===== config.mk =====
export PLATFORM = sky130hd
export DESIGN_NAME = bus_transaction_timing_monitor
export DESIGN_NICKNAME = d
export VERILOG_FILES = /design/src/hdl/btm_pkg.sv /design/src/hdl/bus_transaction_timing_monitor.sv /design/src/hdl/btm_div.sv /design/src/hdl/btm_dp.sv /design/src/hdl/btm_ctrl.sv
export SDC_FILE = /design/constraint.sdc
export NUM_CORES = 2
export LEC_CHECK = 0
export CAP_MARGIN = 30
export CORE_ASPECT_RATIO = 0.9
export CORE_MARGIN = 5
export CORE_UTILIZATION = 50
export DETAILED_ROUTE_END_ITERATION = 8
export DONT_BUFFER_PORTS = 1
export SLEW_MARGIN = 20
export SYNTH_ARGS = -nofsm -noshare
export SYNTH_HDL_FRONTEND = slang
export SYNTH_SLANG_ARGS = --single-unit

===== constraint.sdc =====
create_clock -name clk -period 7.5 [get_ports clk]
set_input_delay 0.375 -clock clk [delete_from_list [all_inputs] [get_ports clk]]
set_output_delay 0.375 -clock clk [all_outputs]
set_load 0.02 [all_outputs]

===== src/hdl/btm_pkg.sv =====
// Shared types, codes and field layout of the bus transaction timing monitor.
`default_nettype none
package btm_pkg;
	localparam int NUM_CLIENTS  = 3;
	localparam int CNT_W        = 32;
	localparam int TIME_W       = 32;
	localparam int CLIENT_W     = 2;
	localparam int FUNC_W       = 2;
	localparam int SEL_W        = 5;
	localparam int DIV_CNT_W    = $clog2(TIME_W + 1);
	localparam int IN_BITS      = FUNC_W + CLIENT_W + 5 * TIME_W + SEL_W;
	localparam int IN_W         = ((IN_BITS + 7) / 8) * 8;
	localparam int OUT_W        = ((TIME_W + 1 + 7) / 8) * 8;
	localparam logic [TIME_W-1:0] US_PER_MS = TIME_W'(1000);

	// fixed-point reciprocal of 1000: floor(x / 1000) = (x * MS_RECIP) >> MS_SHIFT
	// holds for every 32-bit x
	localparam int MS_RECIP_W = 29;
	localparam int MS_SHIFT   = 38;
	localparam logic [MS_RECIP_W-1:0] MS_RECIP = 29'd274877907;

	// event codes
	localparam logic [FUNC_W-1:0] FN_XFER     = 2'd0;
	localparam logic [FUNC_W-1:0] FN_DEADLINE = 2'd1;
	localparam logic [FUNC_W-1:0] FN_READ     = 2'd2;
	localparam logic [FUNC_W-1:0] FN_CLEAR    = 2'd3;

	// clients
	localparam logic [CLIENT_W-1:0] CL_ADC      = 2'd0;
	localparam logic [CLIENT_W-1:0] CL_INERTIAL = 2'd1;
	localparam logic [CLIENT_W-1:0] CL_ACTUATOR = 2'd2;
	localparam logic [CLIENT_W-1:0] NO_CLIENT   = CLIENT_W'(NUM_CLIENTS);

	// switch classes
	localparam logic [1:0] DIR_ADC_INR = 2'd0;
	localparam logic [1:0] DIR_INR_ADC = 2'd1;
	localparam logic [1:0] DIR_OTHER   = 2'd2;

	// telemetry word selectors
	localparam logic [SEL_W-1:0] SEL_WINDOW       = 5'd0;
	localparam logic [SEL_W-1:0] SEL_BUSY         = 5'd1;
	localparam logic [SEL_W-1:0] SEL_BUS_XFERS    = 5'd2;
	localparam logic [SEL_W-1:0] SEL_INR_XFERS    = 5'd3;
	localparam logic [SEL_W-1:0] SEL_ADC_XFERS    = 5'd4;
	localparam logic [SEL_W-1:0] SEL_ACT_XFERS    = 5'd5;
	localparam logic [SEL_W-1:0] SEL_INR_LAT      = 5'd6;
	localparam logic [SEL_W-1:0] SEL_INR_LAT_MAX  = 5'd7;
	localparam logic [SEL_W-1:0] SEL_ADC_LAT      = 5'd8;
	localparam logic [SEL_W-1:0] SEL_ADC_LAT_MAX  = 5'd9;
	localparam logic [SEL_W-1:0] SEL_ACT_LAT      = 5'd10;
	localparam logic [SEL_W-1:0] SEL_ACT_LAT_MAX  = 5'd11;
	localparam logic [SEL_W-1:0] SEL_SW_TOTAL     = 5'd12;
	localparam logic [SEL_W-1:0] SEL_SW_AI        = 5'd13;
	localparam logic [SEL_W-1:0] SEL_SW_IA        = 5'd14;
	localparam logic [SEL_W-1:0] SEL_SW_OTHER     = 5'd15;
	localparam logic [SEL_W-1:0] SEL_GAP_AI       = 5'd16;
	localparam logic [SEL_W-1:0] SEL_GAP_AI_MAX   = 5'd17;
	localparam logic [SEL_W-1:0] SEL_GAP_IA       = 5'd18;
	localparam logic [SEL_W-1:0] SEL_GAP_IA_MAX   = 5'd19;
	localparam logic [SEL_W-1:0] SEL_SSW_AI       = 5'd20;
	localparam logic [SEL_W-1:0] SEL_SSW_IA       = 5'd21;
	localparam logic [SEL_W-1:0] SEL_SGAP_AI      = 5'd22;
	localparam logic [SEL_W-1:0] SEL_SGAP_AI_MAX  = 5'd23;
	localparam logic [SEL_W-1:0] SEL_SGAP_IA      = 5'd24;
	localparam logic [SEL_W-1:0] SEL_SGAP_IA_MAX  = 5'd25;
	localparam logic [SEL_W-1:0] SEL_INR_MISSES   = 5'd26;
	localparam logic [SEL_W-1:0] SEL_ADC_MISSES   = 5'd27;

	// controller to datapath
	typedef struct packed {
		logic load;
		logic exec;
		logic finish;
		logic push;
	} btm_cmd_t;

	// datapath to controller
	typedef struct packed {
		logic need_div;
		logic need_mul;
		logic div_done;
	} btm_status_t;
endpackage
`default_nettype wire


===== src/hdl/bus_transaction_timing_monitor.sv =====
// Top level of the bus transaction timing monitor.
//
//   channel | direction | payload
//   s_axis  | in        | event: func, client, times, poll_period, counter_sel
//   m_axis  | out       | result: read_value, deadline_missed
//
// One event at a time. Transfer, plain read, clear and deadline events without
// catch-up go from the execute state straight to the output state; the
// window-length read passes a finish state to scale by a fixed-point reciprocal
// of 1000. Deadline catch-up waits on a restoring divider that resolves one
// quotient bit per cycle. The next event is accepted once the result is pushed.
// arst_n clears all counters and times; a result waiting in the output
// register does not block the next event from being accepted.
`default_nettype none
module bus_transaction_timing_monitor (
	input  wire                         clk,
	input  wire                         arst_n,
	input  wire                         s_tvalid,
	output logic                        s_tready,
	// func, client, request_time, lock_time, end_time, now_time,
	// poll_period, counter_sel, zero pad
	input  wire [btm_pkg::IN_W-1:0]     s_tdata,
	output logic                        m_tvalid,
	input  wire                         m_tready,
	// read_value, deadline_missed, zero pad
	output logic [btm_pkg::OUT_W-1:0]   m_tdata
);
	import btm_pkg::*;

	btm_cmd_t    cmd;
	btm_status_t status;

	btm_ctrl u_ctrl (
		.clk       (clk),
		.arst_n    (arst_n),
		.in_valid  (s_tvalid),
		.in_ready  (s_tready),
		.out_valid (m_tvalid),
		.out_ready (m_tready),
		.cmd       (cmd),
		.status    (status)
	);

	btm_dp u_dp (
		.clk      (clk),
		.arst_n   (arst_n),
		.in_data  (s_tdata),
		.cmd      (cmd),
		.status   (status),
		.out_data (m_tdata)
	);
endmodule
`default_nettype wire


===== src/hdl/btm_div.sv =====
// Restoring divider, one quotient bit per cycle.
`default_nettype none
module btm_div (
	input  wire                          clk,
	input  wire                          arst_n,
	input  wire                          start,
	input  wire [btm_pkg::TIME_W-1:0]    dividend,
	input  wire [btm_pkg::TIME_W-1:0]    divisor,
	output logic                         done,
	output logic [btm_pkg::TIME_W-1:0]   remainder
);
	import btm_pkg::*;

	logic [TIME_W-1:0]    num_q;
	logic [TIME_W-1:0]    den_q;
	logic [TIME_W-1:0]    rem_q;
	logic [DIV_CNT_W-1:0] cnt_q;
	logic                 busy_q;
	logic                 done_q;
	logic [TIME_W:0]      trial;
	logic                 fits;

	// shift in the next dividend bit and try a subtract
	assign trial = {rem_q, num_q[TIME_W-1]};
	assign fits  = trial >= {1'b0, den_q};

	always_ff @(posedge clk or negedge arst_n) begin
		if (!arst_n) begin
			busy_q <= 1'b0;
			done_q <= 1'b0;
			cnt_q  <= '0;
		end else begin
			done_q <= 1'b0;
			if (start) begin
				busy_q <= 1'b1;
				cnt_q  <= DIV_CNT_W'(TIME_W);
			end else if (busy_q) begin
				cnt_q <= cnt_q - 1'b1;
				if (cnt_q == DIV_CNT_W'(1)) begin
					busy_q <= 1'b0;
					done_q <= 1'b1;
				end
			end
		end
	end

	// datapath of the iteration
	always_ff @(posedge clk) begin
		if (start) begin
			num_q <= dividend;
			den_q <= divisor;
			rem_q <= '0;
		end else if (busy_q) begin
			num_q <= {num_q[TIME_W-2:0], fits};
			rem_q <= fits ? TIME_W'(trial - {1'b0, den_q}) : trial[TIME_W-1:0];
		end
	end

	assign done      = done_q;
	assign remainder = rem_q;
endmodule
`default_nettype wire


===== src/hdl/btm_dp.sv =====
// Datapath: event registers, telemetry state, divider and result registers.
`default_nettype none
module btm_dp (
	input  wire                           clk,
	input  wire                           arst_n,
	input  wire [btm_pkg::IN_W-1:0]       in_data,
	input  btm_pkg::btm_cmd_t             cmd,
	output btm_pkg::btm_status_t          status,
	output logic [btm_pkg::OUT_W-1:0]     out_data
);
	import btm_pkg::*;

	// latched event
	logic [FUNC_W-1:0]   func_q;
	logic [CLIENT_W-1:0] client_q;
	logic [TIME_W-1:0]   req_q, lock_q, end_q, now_q, period_q;
	logic [SEL_W-1:0]    sel_q;

	// telemetry state
	logic [TIME_W-1:0] next_due_q   [NUM_CLIENTS];
	logic [CNT_W-1:0]  misses_q     [NUM_CLIENTS];
	logic [CNT_W-1:0]  xfers_q      [NUM_CLIENTS];
	logic [TIME_W-1:0] lat_last_q   [NUM_CLIENTS];
	logic [TIME_W-1:0] lat_max_q    [NUM_CLIENTS];
	logic [CNT_W-1:0]  busy_q;
	logic [CNT_W-1:0]  bus_xfers_q;
	logic [TIME_W-1:0] win_start_q;
	logic [CLIENT_W-1:0] prev_client_q;
	logic [TIME_W-1:0] prev_end_q;
	logic [CNT_W-1:0]  sw_total_q;
	logic [CNT_W-1:0]  sw_class_q   [3];
	logic [TIME_W-1:0] gap_last_q   [2];
	logic [TIME_W-1:0] gap_max_q    [2];
	logic [CLIENT_W-1:0] prev_sens_q;
	logic [TIME_W-1:0] prev_sens_end_q;
	logic [CNT_W-1:0]  ssw_q        [2];
	logic [TIME_W-1:0] sgap_last_q  [2];
	logic [TIME_W-1:0] sgap_max_q   [2];

	// results
	logic [TIME_W-1:0] res_value_q;
	logic              res_missed_q;
	logic [TIME_W-1:0] out_value_q;
	logic              out_missed_q;

	logic              client_ok, is_sensor, do_switch, do_sens_switch;
	logic [TIME_W-1:0] latency, gap, sgap, due, due_plus;
	logic [1:0]        dir;
	logic              need_div, need_mul, in_window, div_done;
	logic [TIME_W-1:0] win_span, remainder;
	logic [TIME_W+MS_RECIP_W-1:0] ms_prod;
	logic [TIME_W-1:0] read_word;

	// transfer and deadline terms
	assign client_ok      = client_q < NO_CLIENT;
	assign latency        = end_q - req_q;
	assign is_sensor      = (client_q == CL_ADC) || (client_q == CL_INERTIAL);
	assign do_switch      = (prev_client_q != NO_CLIENT) && (prev_client_q != client_q);
	assign do_sens_switch = is_sensor && (prev_sens_q != NO_CLIENT) &&
		(prev_sens_q != client_q);
	assign gap            = (prev_end_q == '0) ? '0 : lock_q - prev_end_q;
	assign sgap           = (prev_sens_end_q == '0) ? '0 : lock_q - prev_sens_end_q;
	assign due            = client_ok ? next_due_q[client_q] : '0;
	assign due_plus       = due + period_q;

	always_comb begin
		if (prev_client_q == CL_ADC && client_q == CL_INERTIAL) begin
			dir = DIR_ADC_INR;
		end else if (prev_client_q == CL_INERTIAL && client_q == CL_ADC) begin
			dir = DIR_INR_ADC;
		end else begin
			dir = DIR_OTHER;
		end
	end

	// deadline catch-up needs the divider
	assign need_div = (func_q == FN_DEADLINE) && client_ok && (period_q != '0) &&
		(due != '0) && (due <= now_q);

	// window length: elapsed time now, scaled to milliseconds in the finish cycle
	assign in_window = (win_start_q != '0) && (now_q > win_start_q);
	assign win_span  = in_window ? now_q - win_start_q : '0;
	assign need_mul  = (func_q == FN_READ) && (sel_q == SEL_WINDOW) && in_window;
	assign ms_prod   = res_value_q * MS_RECIP;

	btm_div u_div (
		.clk       (clk),
		.arst_n    (arst_n),
		.start     (cmd.exec && need_div),
		.dividend  (now_q - due),
		.divisor   (period_q),
		.done      (div_done),
		.remainder (remainder)
	);

	assign status.need_div = need_div;
	assign status.need_mul = need_mul;
	assign status.div_done = div_done;

	// telemetry word select
	always_comb begin
		unique case (sel_q)
			SEL_WINDOW:      read_word = win_span;
			SEL_BUSY:        read_word = busy_q;
			SEL_BUS_XFERS:   read_word = bus_xfers_q;
			SEL_INR_XFERS:   read_word = xfers_q[CL_INERTIAL];
			SEL_ADC_XFERS:   read_word = xfers_q[CL_ADC];
			SEL_ACT_XFERS:   read_word = xfers_q[CL_ACTUATOR];
			SEL_INR_LAT:     read_word = lat_last_q[CL_INERTIAL];
			SEL_INR_LAT_MAX: read_word = lat_max_q[CL_INERTIAL];
			SEL_ADC_LAT:     read_word = lat_last_q[CL_ADC];
			SEL_ADC_LAT_MAX: read_word = lat_max_q[CL_ADC];
			SEL_ACT_LAT:     read_word = lat_last_q[CL_ACTUATOR];
			SEL_ACT_LAT_MAX: read_word = lat_max_q[CL_ACTUATOR];
			SEL_SW_TOTAL:    read_word = sw_total_q;
			SEL_SW_AI:       read_word = sw_class_q[DIR_ADC_INR];
			SEL_SW_IA:       read_word = sw_class_q[DIR_INR_ADC];
			SEL_SW_OTHER:    read_word = sw_class_q[DIR_OTHER];
			SEL_GAP_AI:      read_word = gap_last_q[0];
			SEL_GAP_AI_MAX:  read_word = gap_max_q[0];
			SEL_GAP_IA:      read_word = gap_last_q[1];
			SEL_GAP_IA_MAX:  read_word = gap_max_q[1];
			SEL_SSW_AI:      read_word = ssw_q[0];
			SEL_SSW_IA:      read_word = ssw_q[1];
			SEL_SGAP_AI:     read_word = sgap_last_q[0];
			SEL_SGAP_AI_MAX: read_word = sgap_max_q[0];
			SEL_SGAP_IA:     read_word = sgap_last_q[1];
			SEL_SGAP_IA_MAX: read_word = sgap_max_q[1];
			SEL_INR_MISSES:  read_word = misses_q[CL_INERTIAL];
			SEL_ADC_MISSES:  read_word = misses_q[CL_ADC];
			default:         read_word = '0;
		endcase
	end

	// capture the accepted event
	always_ff @(posedge clk) begin
		if (cmd.load) begin
			func_q   <= in_data[1:0];
			client_q <= in_data[3:2];
			req_q    <= in_data[35:4];
			lock_q   <= in_data[67:36];
			end_q    <= in_data[99:68];
			now_q    <= in_data[131:100];
			period_q <= in_data[163:132];
			sel_q    <= in_data[168:164];
		end
	end

	// apply the event to the telemetry state
	always_ff @(posedge clk or negedge arst_n) begin
		if (!arst_n) begin
			for (int i = 0; i < NUM_CLIENTS; i++) begin
				next_due_q[i] <= '0;
				misses_q[i]   <= '0;
				xfers_q[i]    <= '0;
				lat_last_q[i] <= '0;
				lat_max_q[i]  <= '0;
			end
			for (int i = 0; i < 3; i++) sw_class_q[i] <= '0;
			for (int i = 0; i < 2; i++) begin
				gap_last_q[i]  <= '0;
				gap_max_q[i]   <= '0;
				ssw_q[i]       <= '0;
				sgap_last_q[i] <= '0;
				sgap_max_q[i]  <= '0;
			end
			busy_q          <= '0;
			bus_xfers_q     <= '0;
			win_start_q     <= '0;
			prev_client_q   <= NO_CLIENT;
			prev_end_q      <= '0;
			sw_total_q      <= '0;
			prev_sens_q     <= NO_CLIENT;
			prev_sens_end_q <= '0;
			res_value_q     <= '0;
			res_missed_q    <= 1'b0;
		end else if (cmd.exec) begin
			res_value_q  <= (func_q == FN_READ) ? read_word : '0;
			res_missed_q <= 1'b0;
			unique case (func_q)
				FN_XFER: begin
					if (client_ok) begin
						xfers_q[client_q]    <= xfers_q[client_q] + 1'b1;
						lat_last_q[client_q] <= latency;
						if (latency > lat_max_q[client_q]) lat_max_q[client_q] <= latency;
						busy_q      <= busy_q + latency;
						bus_xfers_q <= bus_xfers_q + 1'b1;
						if (do_switch) begin
							sw_total_q      <= sw_total_q + 1'b1;
							sw_class_q[dir] <= sw_class_q[dir] + 1'b1;
							if (dir != DIR_OTHER) begin
								gap_last_q[dir[0]] <= gap;
								if (gap > gap_max_q[dir[0]]) gap_max_q[dir[0]] <= gap;
							end
						end
						prev_client_q <= client_q;
						prev_end_q    <= end_q;
						if (is_sensor) begin
							if (do_sens_switch) begin
								ssw_q[client_q[0] ^ 1'b1 ? 1'b1 : 1'b0] <=
									ssw_q[~client_q[0]] + 1'b1;
								sgap_last_q[~client_q[0]] <= sgap;
								if (sgap > sgap_max_q[~client_q[0]]) begin
									sgap_max_q[~client_q[0]] <= sgap;
								end
							end
							prev_sens_q     <= client_q;
							prev_sens_end_q <= end_q;
						end
					end
				end
				FN_DEADLINE: begin
					if (client_ok && period_q != '0) begin
						if (due == '0) begin
							next_due_q[client_q] <= now_q + period_q;
						end else if (now_q > due_plus) begin
							misses_q[client_q] <= misses_q[client_q] + 1'b1;
							res_missed_q       <= 1'b1;
						end
					end
				end
				FN_READ: begin
				end
				FN_CLEAR: begin
					for (int i = 0; i < NUM_CLIENTS; i++) begin
						next_due_q[i] <= '0;
						misses_q[i]   <= '0;
						xfers_q[i]    <= '0;
						lat_last_q[i] <= '0;
						lat_max_q[i]  <= '0;
					end
					for (int i = 0; i < 3; i++) sw_class_q[i] <= '0;
					for (int i = 0; i < 2; i++) begin
						gap_last_q[i]  <= '0;
						gap_max_q[i]   <= '0;
						ssw_q[i]       <= '0;
						sgap_last_q[i] <= '0;
						sgap_max_q[i]  <= '0;
					end
					busy_q          <= '0;
					bus_xfers_q     <= '0;
					win_start_q     <= now_q;
					prev_client_q   <= NO_CLIENT;
					prev_end_q      <= '0;
					sw_total_q      <= '0;
					prev_sens_q     <= NO_CLIENT;
					prev_sens_end_q <= '0;
				end
				default: begin
				end
			endcase
		end else if (cmd.finish) begin
			// catch-up lands on now - ((now - due) mod period) + period
			if (func_q == FN_DEADLINE) begin
				next_due_q[client_q] <= now_q - remainder + period_q;
			end else begin
				res_value_q <= TIME_W'(ms_prod >> MS_SHIFT);
			end
		end
	end

	// output register
	always_ff @(posedge clk) begin
		if (cmd.push) begin
			out_value_q  <= res_value_q;
			out_missed_q <= res_missed_q;
		end
	end

	assign out_data = {{(OUT_W - TIME_W - 1){1'b0}}, out_missed_q, out_value_q};
endmodule
`default_nettype wire


===== src/hdl/btm_ctrl.sv =====
// Controller: sequences accept, execute, divide, finish and result transfer.
`default_nettype none
module btm_ctrl (
	input  wire                     clk,
	input  wire                     arst_n,
	input  wire                     in_valid,
	output logic                    in_ready,
	output logic                    out_valid,
	input  wire                     out_ready,
	output btm_pkg::btm_cmd_t       cmd,
	input  btm_pkg::btm_status_t    status
);
	import btm_pkg::*;

	localparam logic [2:0] S_IDLE = 3'd0;
	localparam logic [2:0] S_EXEC = 3'd1;
	localparam logic [2:0] S_WAIT = 3'd2;
	localparam logic [2:0] S_FIN  = 3'd3;
	localparam logic [2:0] S_OUT  = 3'd4;

	logic [2:0] state_q;
	logic       out_valid_q;
	logic       slot_free;

	assign slot_free  = !out_valid_q || out_ready;
	assign in_ready   = (state_q == S_IDLE);
	assign out_valid  = out_valid_q;

	assign cmd.load   = in_valid && in_ready;
	assign cmd.exec   = (state_q == S_EXEC);
	assign cmd.finish = (state_q == S_FIN);
	assign cmd.push   = (state_q == S_OUT) && slot_free;

	// advance the sequence
	always_ff @(posedge clk or negedge arst_n) begin
		if (!arst_n) begin
			state_q     <= S_IDLE;
			out_valid_q <= 1'b0;
		end else begin
			if (cmd.push) begin
				out_valid_q <= 1'b1;
			end else if (out_ready) begin
				out_valid_q <= 1'b0;
			end
			unique case (state_q)
				S_IDLE: if (in_valid) state_q <= S_EXEC;
				S_EXEC: begin
					if (status.need_div) begin
						state_q <= S_WAIT;
					end else if (status.need_mul) begin
						state_q <= S_FIN;
					end else begin
						state_q <= S_OUT;
					end
				end
				S_WAIT: if (status.div_done) state_q <= S_FIN;
				S_FIN:  state_q <= S_OUT;
				S_OUT:  if (slot_free) state_q <= S_IDLE;
				default: state_q <= S_IDLE;
			endcase
		end
	end
endmodule
`default_nettype wire


==> results.py <==
metrics = {
    "status": {
        "status": "completed",
    },
    "setup_path": {
        "crit_end": "u_dp.gap_max_q[63]",
        "end_kind": "flip-flop",
        "crit_type": "flip-flop to flip-flop",
        "r2r_start": "u_dp.lock_q[0]",
        "required_ns": 8.27,
        "startpoint": "u_dp.lock_q[0]",
        "r2r_end": "u_dp.gap_max_q[63]",
        "cp_max_fo": 7,
        "worstPathArrival_ns": 8.10,
        "r2r_cells": 25,
        "critPathLaunchType": "flip-flop",
        "reg2reg_slack_ns": 0.17,
    },
    "die": {
        "core_area_um2": 198200,
        "die-area_um2": 208000,
        "ios": 222,
        "die_w_um": 480.2,
        "row_count": 155,
        "initial_utilization": 0.5019,
        "die_y_um": 433.2,
    },
    "yosys": {
        "postSynthCellCount": 10320,
        "ys_types": 121,
        "ys_ff_latch": 1435,
        "synth.cell_area_um2": 99490,
        "synthArstFlopShare": 0.7923,
        "synth_area_per_cell_um2": 9.640,
        "ys_seq_area_frac": 0.3728,
        "synthFlopType": "dfrtp_1",
        "ys.warnings.count": 0,
        "synth_edf_count": 266,
    },
    "global_route": {
        "grt_pass1_vias": 82590,
        "grt_max_degree": 214,
        "grt_util_met3": 0.09199,
        "busiest_layer": "met2",
        "use_met1": 0.4922,
        "grt_util_all_layers": 0.3847,
        "grt_antenna_before_repair": 20,
        "grt.overflow.total": 0,
        "gr-usage-met2": 0.5631,
        "grt_pass1_wl_mm": 584.7,
    },
    "route": {
        "ant_nets": 0,
        "drt-total-wl_mm": 410.9,
        "avgRoutedWirePerCell_um": 30.85,
        "dr.pass1.iters": 7,
        "vias": 86540,
        "first_iter_violations": 10550,
        "vias_per_cell": 6.497,
        "drc_errors": 0,
    },
    "final_layout": {
        "nets": 11860,
        "layout-drive-gt1-share": 0.07903,
        "final_common_cell": "dfrtp_1",
        "nFillCells": 17740,
        "syn2layout_area_growth_pct": 12.26,
        "mostFrequentLayoutCells": "dfrtp_1 (1123), inv_1 (988), nand2_1 (986)",
    },
    "placed_design": {
        "gp_congestion": 1.032,
        "dp_hpwl_mm": 301.5,
        "portBuffers": 0,
    },
    "sta": {
        "slew_headroom": 0.1668,
        "fin_crit_ns": 7.330,
        "finalHoldViolCount": 0,
        "worstMarginPinSlew_ns": 1.250,
        "skew_ns": 0.04703,
        "fmax_mhz": 136.4,
        "fin_tns_setup_ns": 0,
        "drv_slew": 0,
        "finalCritPeriodShare": 0.9774,
        "timing.hold.ws_ns": 0.09196,
        "setup_viol": 0,
    },
    "clock_network": {
        "clk_latency_ns": 0.87,
        "clk_pin_slew_ns": 0.06,
        "max-clock-path-buffers": 3,
        "cts_root_buf": "clkbuf_16",
        "cts.sinks": 1435,
        "h-tree-depth": 4,
        "cts_tree": "yes",
        "numCtsBuffers": 165,
    },
    "hold_path": {
        "hp-class": "input pin to flip-flop",
    },
    "flow_run": {
        "drv_cap": 0,
    },
}
how the worst min path moves through the flow:
stage | start | to | cells past startpoint
after CTS | s_tdata[88] | u_dp.end_q[20] | 1
after global placement | arst_n | u_dp.res_value_q[7] | 0
after floorplan | arst_n | u_ctrl.out_valid | 0
final | s_tvalid | u_dp.now_q[6] | 1
after detailed placement | arst_n | u_dp.res_value_q[7] | 0
after global routing | s_tvalid | u_dp.now_q[6] | 1
cells in the mapped netlist, drive strengths merged, types with 149 or more instances:
library cell	n	area [µm²]
nand2	993	3732
nand3	253	1281
mux2i	259	2596
dfrtp	1133	28350
inv	989	3712
xnor2	240	2162
ha	842	10540
edfxtp	266	7988
nor2	476	1822
a21o	193	1449
nand4	149	953.4
a22o	419	3670
clkbuf	372	1398
fa	338	6766
a21oi	481	2407
xor2	196	1717
o21ai	818	4098
a22oi	165	1239
per-layer routing:
layer	up-vias	routed length [µm]
li1	37540	-
met1	42750	160100
met2	4829	173300
met3	1418	37890
met4	10	39440
met5	-	235
critical path: stages (launching register included):
cell      delay [ns]
edfxtp_1        0.59
inv_1           0.18
ha_1            0.18
inv_1           0.05
fa_1            0.42
a211oi_1        0.35
o21ai_0         0.19
a21oi_1         0.40
a211oi_1        0.20
o21a_1          0.30
nand2_1         0.11
nand2b_1        0.06
a21oi_1         0.17
xor2_1          0.53
nor2_1          0.10
ha_1            0.30
nand4_1         0.09
nor2_1          0.23
and3_1          0.27
inv_1           0.06
nor3_1          0.64
o21ai_0         0.43
or4bb_1         0.34
nand4_1         0.18
or2_0           0.55
o21ai_0         0.30
what timing repair did:
action                                  4_1_cts  5_1_grt
setup buffers                                 0        0
endpoints found under the setup margin        0       88
endpoints found under the hold margin       349        0
hold buffers                                172        0
gates resized for setup                       0       16
flip-flops by register name (all words and copies together) (netlist names), 96 cells and up:
signal,count
u_dp.misses_q,96
u_dp.lat_max_q,96
u_dp.next_due_q,96
u_dp.xfers_q,96
u_dp.lat_last_q,96
u_dp.sw_class_q,96
per-stage QoR:
stage / instances / setup WS, ns / cell area (µm²) / utilization
floorplan: 10330 / 0.6851 / 99510 / -
global placement: 12800 / 0.1281 / 103600 / 0.5227
detailed placement: 12820 / 0.08940 / 103900 / 0.5241
CTS: 13300 / 0.06675 / 111400 / 0.5622
global route: 13310 / -0.004030 / 111700 / 0.5634
finish: 13320 / 0.1696 / 111700 / 0.5635
layout make-up:
type                       count  area [µm²]  area share
inverter                     990        3716     0.03327
sequential                  1435       37100      0.3322
antenna                       10       25.02   0.0002241
tap                         2669        3339     0.02990
timing repair buffer         501        4688     0.04198
clock inverter                72        1006    0.009007
clock buffer                 237        4815     0.04311
multi-input combinational   7407       57000      0.5103
kinds of logic after synthesis:
kind of cell	Yosys count	share of synthesized area
buffers and inverters	1484	0.05921
flip-flops	1435	0.3728
AND/OR/NAND/NOR	2487	0.1186
other	1	0.00003769
XOR/XNOR	436	0.03899
multiplexers	294	0.03006
adder cells (fa/ha/maj)	1180	0.1739
AO/OA/AOI/OAI	3003	0.2064
Power is not shown: default switching activity piles up to over one toggle a cycle in this logic, so the estimate is an artifact.
